**config.mk**
```make
export PLATFORM = sky130hd
export DESIGN_NAME = skt_ctrl
export DESIGN_NICKNAME = d
export VERILOG_FILES = /design/src/rtl/sorted_key_table_macros.svh /design/src/rtl/skt_pkg.sv /design/src/rtl/skt_ctrl.sv
export SDC_FILE = /design/constraint.sdc
export NUM_CORES = 1
export LEC_CHECK = 0
export ABC_AREA = 1
export BUFFER_PORTS_ARGS = -buffer_cell sky130_fd_sc_hd__buf_2
export CAP_MARGIN = 5
export CORE_AREA = 3 3 40 42
export CTS_CLUSTER_SIZE = 8
export DETAILED_ROUTE_END_ITERATION = 7
export DIE_AREA = 0 0 43 45
export PLACE_DENSITY_LB_ADDON = 0.3
export SLEW_MARGIN = 10
export SYNTH_ARGS = -nofsm -noshare
export SYNTH_HDL_FRONTEND = slang
export SYNTH_SLANG_ARGS = --single-unit
export TNS_END_PERCENT = 10
```
**constraint.sdc**
```tcl
create_clock -name clock -period 1.3 [get_ports clock]
set_input_delay 0.13 -clock clock [delete_from_list [all_inputs] [get_ports clock]]
set_output_delay 0.13 -clock clock [all_outputs]
set_load 0.005 [all_outputs]
```
**src/rtl/sorted_key_table_macros.svh**
```systemverilog
// Assertion helpers used by skt_dpath.
`ifndef SORTED_KEY_TABLE_MACROS_SVH
`define SORTED_KEY_TABLE_MACROS_SVH

// Property that must hold at every clock edge outside reset.
`define SKT_ASSERT(label, prop, msg) \
   label: assert property (@(posedge clock) disable iff (reset) (prop)) else $error(msg);

// When the trigger holds, the expectation must hold in the following cycle.
`define SKT_ASSERT_NEXT(label, trig, expect_next, msg) \
   label: assert property (@(posedge clock) disable iff (reset) \
      (trig) |=> (expect_next)) else $error(msg);

`endif

```
**src/rtl/skt_pkg.sv**
```systemverilog
package skt_pkg;

   localparam int TABLE_DEPTH = 1024;
   localparam int HANDLE_BITS = 16;

   localparam int ADDR_BITS   = $clog2(TABLE_DEPTH);
   localparam int COUNT_BITS  = $clog2(TABLE_DEPTH + 1);
   localparam int KEY_BITS    = 32;
   localparam int ENTRY_BITS  = KEY_BITS + HANDLE_BITS;

   localparam int KIND_BITS   = 2;
   localparam int HIN_BITS    = 16;
   localparam int POS_BITS    = 10;
   localparam int STATUS_BITS = 2;
   localparam int INDEX_BITS  = 10;
   localparam int HOUT_BITS   = 16;

   localparam logic [KIND_BITS-1:0] KIND_INSERT = 2'd0;
   localparam logic [KIND_BITS-1:0] KIND_LOOKUP = 2'd1;
   localparam logic [KIND_BITS-1:0] KIND_READ   = 2'd2;

   localparam logic [STATUS_BITS-1:0] STATUS_OK    = 2'd0;
   localparam logic [STATUS_BITS-1:0] STATUS_MISS  = 2'd1;
   localparam logic [STATUS_BITS-1:0] STATUS_FULL  = 2'd2;
   localparam logic [STATUS_BITS-1:0] STATUS_RANGE = 2'd3;

   typedef enum logic [3:0] {
      ST_IDLE,
      ST_DECODE,
      ST_S_ADDR,
      ST_S_CMP,
      ST_SH_RD,
      ST_SH_WR,
      ST_INS_WR,
      ST_POS_RD,
      ST_DONE
   } state_type;

   typedef enum logic [2:0] {
      RES_FULL,
      RES_MISS,
      RES_RANGE,
      RES_FOUND,
      RES_INSERTED,
      RES_READ
   } res_kind_type;

   typedef struct packed {
      logic         req_ready;
      logic         srch_rd;
      logic         srch_step;
      logic         sh_rd;
      logic         sh_wr;
      logic         ins_wr;
      logic         pos_rd;
      logic         res_load;
      res_kind_type res_kind;
   } cmd_type;

   typedef struct packed {
      logic                 req_valid;
      logic [KIND_BITS-1:0] kind;
      logic                 full;
      logic                 pos_ok;
      logic                 live;
      logic                 key_eq;
      logic                 key_gt;
      logic                 sh_live;
      logic                 out_free;
   } stat_type;

endpackage

```
**src/rtl/skt_ctrl.sv**
```systemverilog
module skt_ctrl (
   input  logic               clock,
   input  logic               reset,
   input  skt_pkg::stat_type  stat,
   output skt_pkg::cmd_type   cmd
);

   skt_pkg::state_type    state_ff, state_in;
   skt_pkg::res_kind_type res_kind_ff, res_kind_in;

   always_ff @(posedge clock) begin
      if (reset) begin
         state_ff    <= skt_pkg::ST_IDLE;
         res_kind_ff <= skt_pkg::RES_MISS;
      end else begin
         state_ff    <= state_in;
         res_kind_ff <= res_kind_in;
      end
   end

   // Next state
   always_comb begin
      state_in    = state_ff;
      res_kind_in = res_kind_ff;
      unique case (state_ff)
         skt_pkg::ST_IDLE: begin
            if (stat.req_valid) begin
               state_in = skt_pkg::ST_DECODE;
            end
         end
         skt_pkg::ST_DECODE: begin
            priority if (stat.kind == skt_pkg::KIND_INSERT) begin
               if (stat.full) begin
                  res_kind_in = skt_pkg::RES_FULL;
                  state_in    = skt_pkg::ST_DONE;
               end else begin
                  state_in = skt_pkg::ST_S_ADDR;
               end
            end else if (stat.kind == skt_pkg::KIND_LOOKUP) begin
               state_in = skt_pkg::ST_S_ADDR;
            end else if (stat.kind == skt_pkg::KIND_READ) begin
               if (stat.pos_ok) begin
                  state_in = skt_pkg::ST_POS_RD;
               end else begin
                  res_kind_in = skt_pkg::RES_RANGE;
                  state_in    = skt_pkg::ST_DONE;
               end
            end else begin
               res_kind_in = skt_pkg::RES_MISS;
               state_in    = skt_pkg::ST_DONE;
            end
         end
         skt_pkg::ST_S_ADDR: begin
            if (stat.live) begin
               state_in = skt_pkg::ST_S_CMP;
            end else if (stat.kind == skt_pkg::KIND_INSERT) begin
               state_in = skt_pkg::ST_SH_RD;
            end else begin
               res_kind_in = skt_pkg::RES_MISS;
               state_in    = skt_pkg::ST_DONE;
            end
         end
         skt_pkg::ST_S_CMP: begin
            if ((stat.kind == skt_pkg::KIND_LOOKUP) && stat.key_eq) begin
               res_kind_in = skt_pkg::RES_FOUND;
               state_in    = skt_pkg::ST_DONE;
            end else begin
               state_in = skt_pkg::ST_S_ADDR;
            end
         end
         skt_pkg::ST_SH_RD: begin
            state_in = stat.sh_live ? skt_pkg::ST_SH_WR : skt_pkg::ST_INS_WR;
         end
         skt_pkg::ST_SH_WR: state_in = skt_pkg::ST_SH_RD;
         skt_pkg::ST_INS_WR: begin
            res_kind_in = skt_pkg::RES_INSERTED;
            state_in    = skt_pkg::ST_DONE;
         end
         skt_pkg::ST_POS_RD: begin
            res_kind_in = skt_pkg::RES_READ;
            state_in    = skt_pkg::ST_DONE;
         end
         skt_pkg::ST_DONE: begin
            if (stat.out_free) begin
               state_in = skt_pkg::ST_IDLE;
            end
         end
         default: state_in = skt_pkg::ST_IDLE;
      endcase
   end

   // Commands
   always_comb begin
      cmd          = '0;
      cmd.res_kind = res_kind_ff;
      unique case (state_ff)
         skt_pkg::ST_IDLE:   cmd.req_ready = 1'b1;
         skt_pkg::ST_DECODE: cmd.req_ready = 1'b0;
         skt_pkg::ST_S_ADDR: cmd.srch_rd   = stat.live;
         skt_pkg::ST_S_CMP:
            cmd.srch_step = !((stat.kind == skt_pkg::KIND_LOOKUP) && stat.key_eq);
         skt_pkg::ST_SH_RD:  cmd.sh_rd     = stat.sh_live;
         skt_pkg::ST_SH_WR:  cmd.sh_wr     = 1'b1;
         skt_pkg::ST_INS_WR: cmd.ins_wr    = 1'b1;
         skt_pkg::ST_POS_RD: cmd.pos_rd    = 1'b1;
         skt_pkg::ST_DONE:   cmd.res_load  = stat.out_free;
         default:            cmd.req_ready = 1'b0;
      endcase
   end

endmodule

```
== Word-level counts from Yosys, hierarchy flattened ==
Index checks and enable logic that the tools add are counted.

* Bitwise gates (word level): 0
* Multipliers: 0
* Reductions and logical operators: 8
* $add $sub $neg: 0
* $lt $le $gt $ge: 0
* Div/mod/pow operators: 0
* Muxes and demuxes: 29
* Equal/unequal tests: 18
* Shift-type cells: 0

{| class="wikitable"
|+ Operators with widths
! kind !! number
|-
| $mux W4 || 10
|-
| $pmux W4 S8 || 1
|-
| $mux W3 || 8
|-
| $eq A4 B3 Y1 const B || 4
|-
| $pmux W3 S5 || 1
|-
| $ne A2 B2 Y1 const B || 5
|-
| $eq A4 B2 Y1 const B || 2
|-
| $mux W1 || 8
|-
| $reduce_and A7 Y1 || 1
|-
| $ne A3 B3 Y1 const B || 2
|-
| $reduce_bool A5 Y1 || 1
|-
| $eq A4 B1 Y1 const B || 1
|-
| $eq A4 B4 Y1 const B || 1
|-
| $logic_not A4 Y1 || 1
|-
| $ne A4 B4 Y1 const B || 1
|-
| $eq A2 B1 Y1 const B || 1
|-
| $eq A2 B2 Y1 const B || 1
|-
| $logic_not A2 Y1 || 1
|-
| $mux W2 || 1
|-
| $reduce_and A2 Y1 || 1
|-
| $reduce_or A2 Y1 || 1
|-
| $logic_and A1 B1 Y1 || 1
|-
| $logic_not A1 Y1 || 1
|}

* Bits in registers: 7
* Bits in latches: 0
* RAM bits: 0
* ROM bits: 0
* Memories kept: 0
* Bits of input ports: 12

== Depth between registers and ports, before layout ==
* Depth in word-level cells: 5
* Gate-level depth with buffers: 9
* Gate-level depth less buffers: 9

== Worst setup path after synthesis ==
OpenSTA, ideal clock, no wires.

* Kind: reg-to-reg
* Start: register state_ff[3]
* End: register res_kind_ff[1]
* Library setup time: 113 ps
* Stages on the path, launching flop included: 10
* Path slack: 175 ps
* Arrival time: 1013 ps
* Clock period less this slack: 1125 ps
* Path buffers: 0
* Path through: dfxtp_1 -> inv_2 -> nand2_2 -> inv_2 -> nand2_2 -> inv_2 -> nor2_2 -> nand4_1 -> nand2_1 -> nor2_1

* Word-level cells in the longest chain between the ends: 3
* Elaborated cells on any way between the ends: 14

{| class="wikitable"
|+ Ends and longest elaborated chain
! element !! RTL line !! source
|-
| from (decl) || skt_ctrl.sv:8 || <nowiki>skt_pkg::state_type state_ff, state_in;</nowiki>
|-
| from (signal assigned) || skt_ctrl.sv:13 || <nowiki>state_ff <= skt_pkg::ST_IDLE;</nowiki>
|-
| from (signal assigned) || skt_ctrl.sv:16 || <nowiki>state_ff <= state_in;</nowiki>
|-
| $eq A4 B1 Y1 (tied with other cells) || skt_ctrl.sv:25 || <nowiki>unique case (state_ff)</nowiki>
|-
| $ne A4 B4 Y1 (no source line) (tied with other cells) || - ||
|-
| $reduce_and A7 Y1 (no source line) || - ||
|-
| to (signal assigned) || skt_ctrl.sv:14 || <nowiki>res_kind_ff <= skt_pkg::RES_MISS;</nowiki>
|-
| to (signal assigned) || skt_ctrl.sv:17 || <nowiki>res_kind_ff <= res_kind_in;</nowiki>
|-
| to (decl) || skt_ctrl.sv:9 || <nowiki>skt_pkg::res_kind_type res_kind_ff, res_kind_in;</nowiki>
|}

Parallel ways exist; a longest one is shown, timed or not.
A chain may end at the register's enable or synchronous reset.

==> results.md <==
- Status: complete, but fails checks
- Failing checks: setup timing
- CP required: 1.17 ns
- Routed met1 length: 652 um
- Unrepaired setup endpoints after global routing: true
- CTS tree: yes
- Clock power frac: 16.5%
- Final Net Count: 135
- Multi-input gate area: 410.4 um^2
- TritonRoute pass-1 iters: 4
- First-pass GRT wire length: approximately 2300 um
- Finished Core Util: 63.97%
- Hold depth: 2
- Worst r2r dst: res_kind_ff[1]$_SDFFE_PP0P_
- Cells after Synth: 93
- Max Slew Vio Count: 0
- P_int: 0.0006890 W
- Synth area leader: dfxtp_1
- Hold EP: state_ff[0]$_SDFFE_PP0P_
- Filler Cells Inserted: about 120
- Worst Skew: around 0.00070 ns
- Vias in the first global route: 591
- Hold Crit Class: input pin to flop
- Iteration-0 DRC Markers: 16
- Distinct cells, synth: 19
- Tightest Pin Transition: 0.2148 ns
- Critical Path Sink Type: output port
- Post-route setup TNS: -0.01149 ns
- Per-cell routed wire length: 11.15 um
- Top Layer Used: met4
- Remaining global-route overflow: 0
- Syn Nets: 105
- Largest net degree at the start of global routing: 8
- DRC viols: 0
- Num CTS Buffers: 3
- Synth area leaders: dfxtp_1, inv_1, nor2_1
- Routed Antenna Nets: 0
- Critical R2R Launch: state_ff[0]$_SDFFE_PP0P_
- Syn-to-layout area delta: 43.14%
- F_max: 762.5 MHz
- Final setup viols: 1
- Hpwl dp: 1165 um
- Post-Syn Area: between 500 and 600 um^2
- Area share of the largest cell type after synthesis: 24.40%
- Antenna Diode Count: 0
- Combinational share of power: a little over half
- Standard-cell rows: 13
- H-tree depth: 1
- Post-Syn Area per Cell: about 6.2 um^2
- Port bufs: 21
- CORE AREA: ~1300 um^2
- Metal3 WL: just under 70 um
- Total die area: 1935 um^2
- Synth warn: 0
- Reg area: about 150 um^2
- Routed vias: 687
- Final non-filler cell total: 137
- Switching Fraction: a little over two fifths
- Max-slew headroom: 85.65%
- Critical path arrival: 1.18 ns
- CTS root buffer: clkbuf_4
- Worst setup margin: -0.01149 ns
- Pwr dens: 1489 nW/um^2
- Startpoint types: flop
- DR vias/cell: between 5 and 6
- R2R setup slack: 0.06 ns
- Leak: 0.4427 nW
- HP Start: reset
- Sequential area share after synthesis: 24.40%
- Initial core utilization: ~45%
- Worst r2r path cells: 8
- Clock slew at reported path FFs: 0.05 ns
- Max IR drop VDD: 0.0008032 V
- Critical path class: flop to output port
- Proportion of layout cells with a drive suffix above 1: 45.08%
- Max-Cap Viols: 0
- WL met2: 793 um
- Final Hold Viols: 0
- Worst hold margin: roughly 0.05 ns
- Reg power frac: 31.3%
- Crit share post-route: 100.9%
- Die height: between 40 and 50 um
- Horiz. Die Dim: 43 um
- Initial antenna violation count: 0
- Critical path peak fanout: 6
- Clock sinks: 7
- Maximum root-to-sink buffer count: 2
- Synthesis-stage register bit count: 7
- Final min period: 1.311 ns
- Net Switching: 0.0005349 W
- Routed wire length: 1528 um
- DP Cell Count: roughly 130
- # IOs: 23
- Gr usage total: 15.85%
- Clock latency on the worst-skew pair: 0.25 ns
- GP Congestion: 0.7606
==> critical path, cell delays in order, from the launching register on <==
cell and delay [ns]:
dfxtp_4 0.40, nand2_1 0.09, inv_1 0.10, nand2_4 0.06
a31oi_4 0.15, buf_2 0.13
==> synthesized netlist by cell type, drive strengths merged <==
library cell and count:
nor2 21, inv 20, nand2 18, nand3 9, dfxtp 7, nand4 7, o21ai 5, a21oi 2
a31oi 1, nor3 1, o211ai 1, o21bai 1
==> through the flow <==
| step | setup WS (ns) | total power (W) | cell area [um^2] |
|---|---|---|---|
| finish | -0.01149 | 0.001224 | 822.0 |
| global route | -0.07126 | 0.001338 | 822.0 |
| CTS | -0.0006911 | 0.001134 | 757.0 |
| detailed placement | 0.04057 | 0.0008797 | 698.2 |
| global placement | 0.06952 | 0.0008705 | 698.2 |
| floorplan | 0.1746 | 0.0007219 | 574.3 |
==> final cells by class <==
class | count | share of cell area (%)
clock buffer | 4 | 3.196
sequential | 7 | 18.57
tap | 15 | 2.283
timing repair buffer | 25 | 16.89
multi-input combinational | 66 | 49.92
inverter | 20 | 9.132
==> metal layers <==
metal / vias to the layer above / track usage (%)
met5: - / 0
met3: 2 / 1.195
met2: 13 / 26.65
li1: 357 / -
met1: 315 / 19.37
met4: 0 / 10.84
==> worst max path at each step <==
stage / start / end / cells past startpoint
after floorplan: state_ff[3]$_SDFFE_PP0P_ / res_kind_ff[1]$_SDFFE_PP0P_ / 9
after global placement: state_ff[1]$_SDFFE_PP0P_ / state_ff[3]$_SDFFE_PP0P_ / 9
after detailed placement: state_ff[3]$_SDFFE_PP0P_ / res_kind_ff[1]$_SDFFE_PP0P_ / 9
final: state_ff[0]$_SDFFE_PP0P_ / cmd[8] / 5
after global routing: state_ff[1]$_SDFFE_PP0P_ / cmd[9] / 5
after CTS: state_ff[0]$_SDFFE_PP0P_ / cmd[8] / 5
==> logic make-up after synthesis <==
| family | count (synthesis) | share of synthesized area [%] |
|---|---|---|
| DFF | 7 | 24.40 |
| and+or+nand+nor | 56 | 49.45 |
| AOI/OAI and AO/OA | 10 | 13.07 |
| buffers and inverters | 20 | 13.07 |
==> what timing repair did <==
action | 4_1_cts | 5_1_grt
gates resized for setup | 8 | 11
endpoints found under the setup margin | 5 | 8
pin swaps | 2 | 4
buffers inserted | 2 | 2
hold buffers | 0 | 0
==> power groups by stage <==
stage          Clock [W]  Sequential, W  Combinational (W)
3_3_place_gp           0       0.000356           0.000515
3_5_place_dp           0       0.000357           0.000522
5_1_grt         0.000224       0.000390           0.000724
6_report        0.000202       0.000383           0.000640
4_1_cts         0.000213       0.000372           0.000550
2_1_floorplan          0       0.000352           0.000370
==> cell usage in the layout, fill, tap and decap left out, drive strengths merged <==
cell type,netlist,layout
a31oi,1,1
o21ai,5,5
a21oi,2,2
nor3,1,1
o21bai,1,1
nand2,18,18
inv,20,20
nand4,7,7
clkbuf,0,4
dfxtp,7,7
nand3,9,9
o211ai,1,1
buf,0,25
nor2,21,21
==> registers in the layout, indices dropped and copies added, names as in the netlist <==
register	flops
res_kind_ff	3
state_ff	4
(Power assumes the default switching activity.)
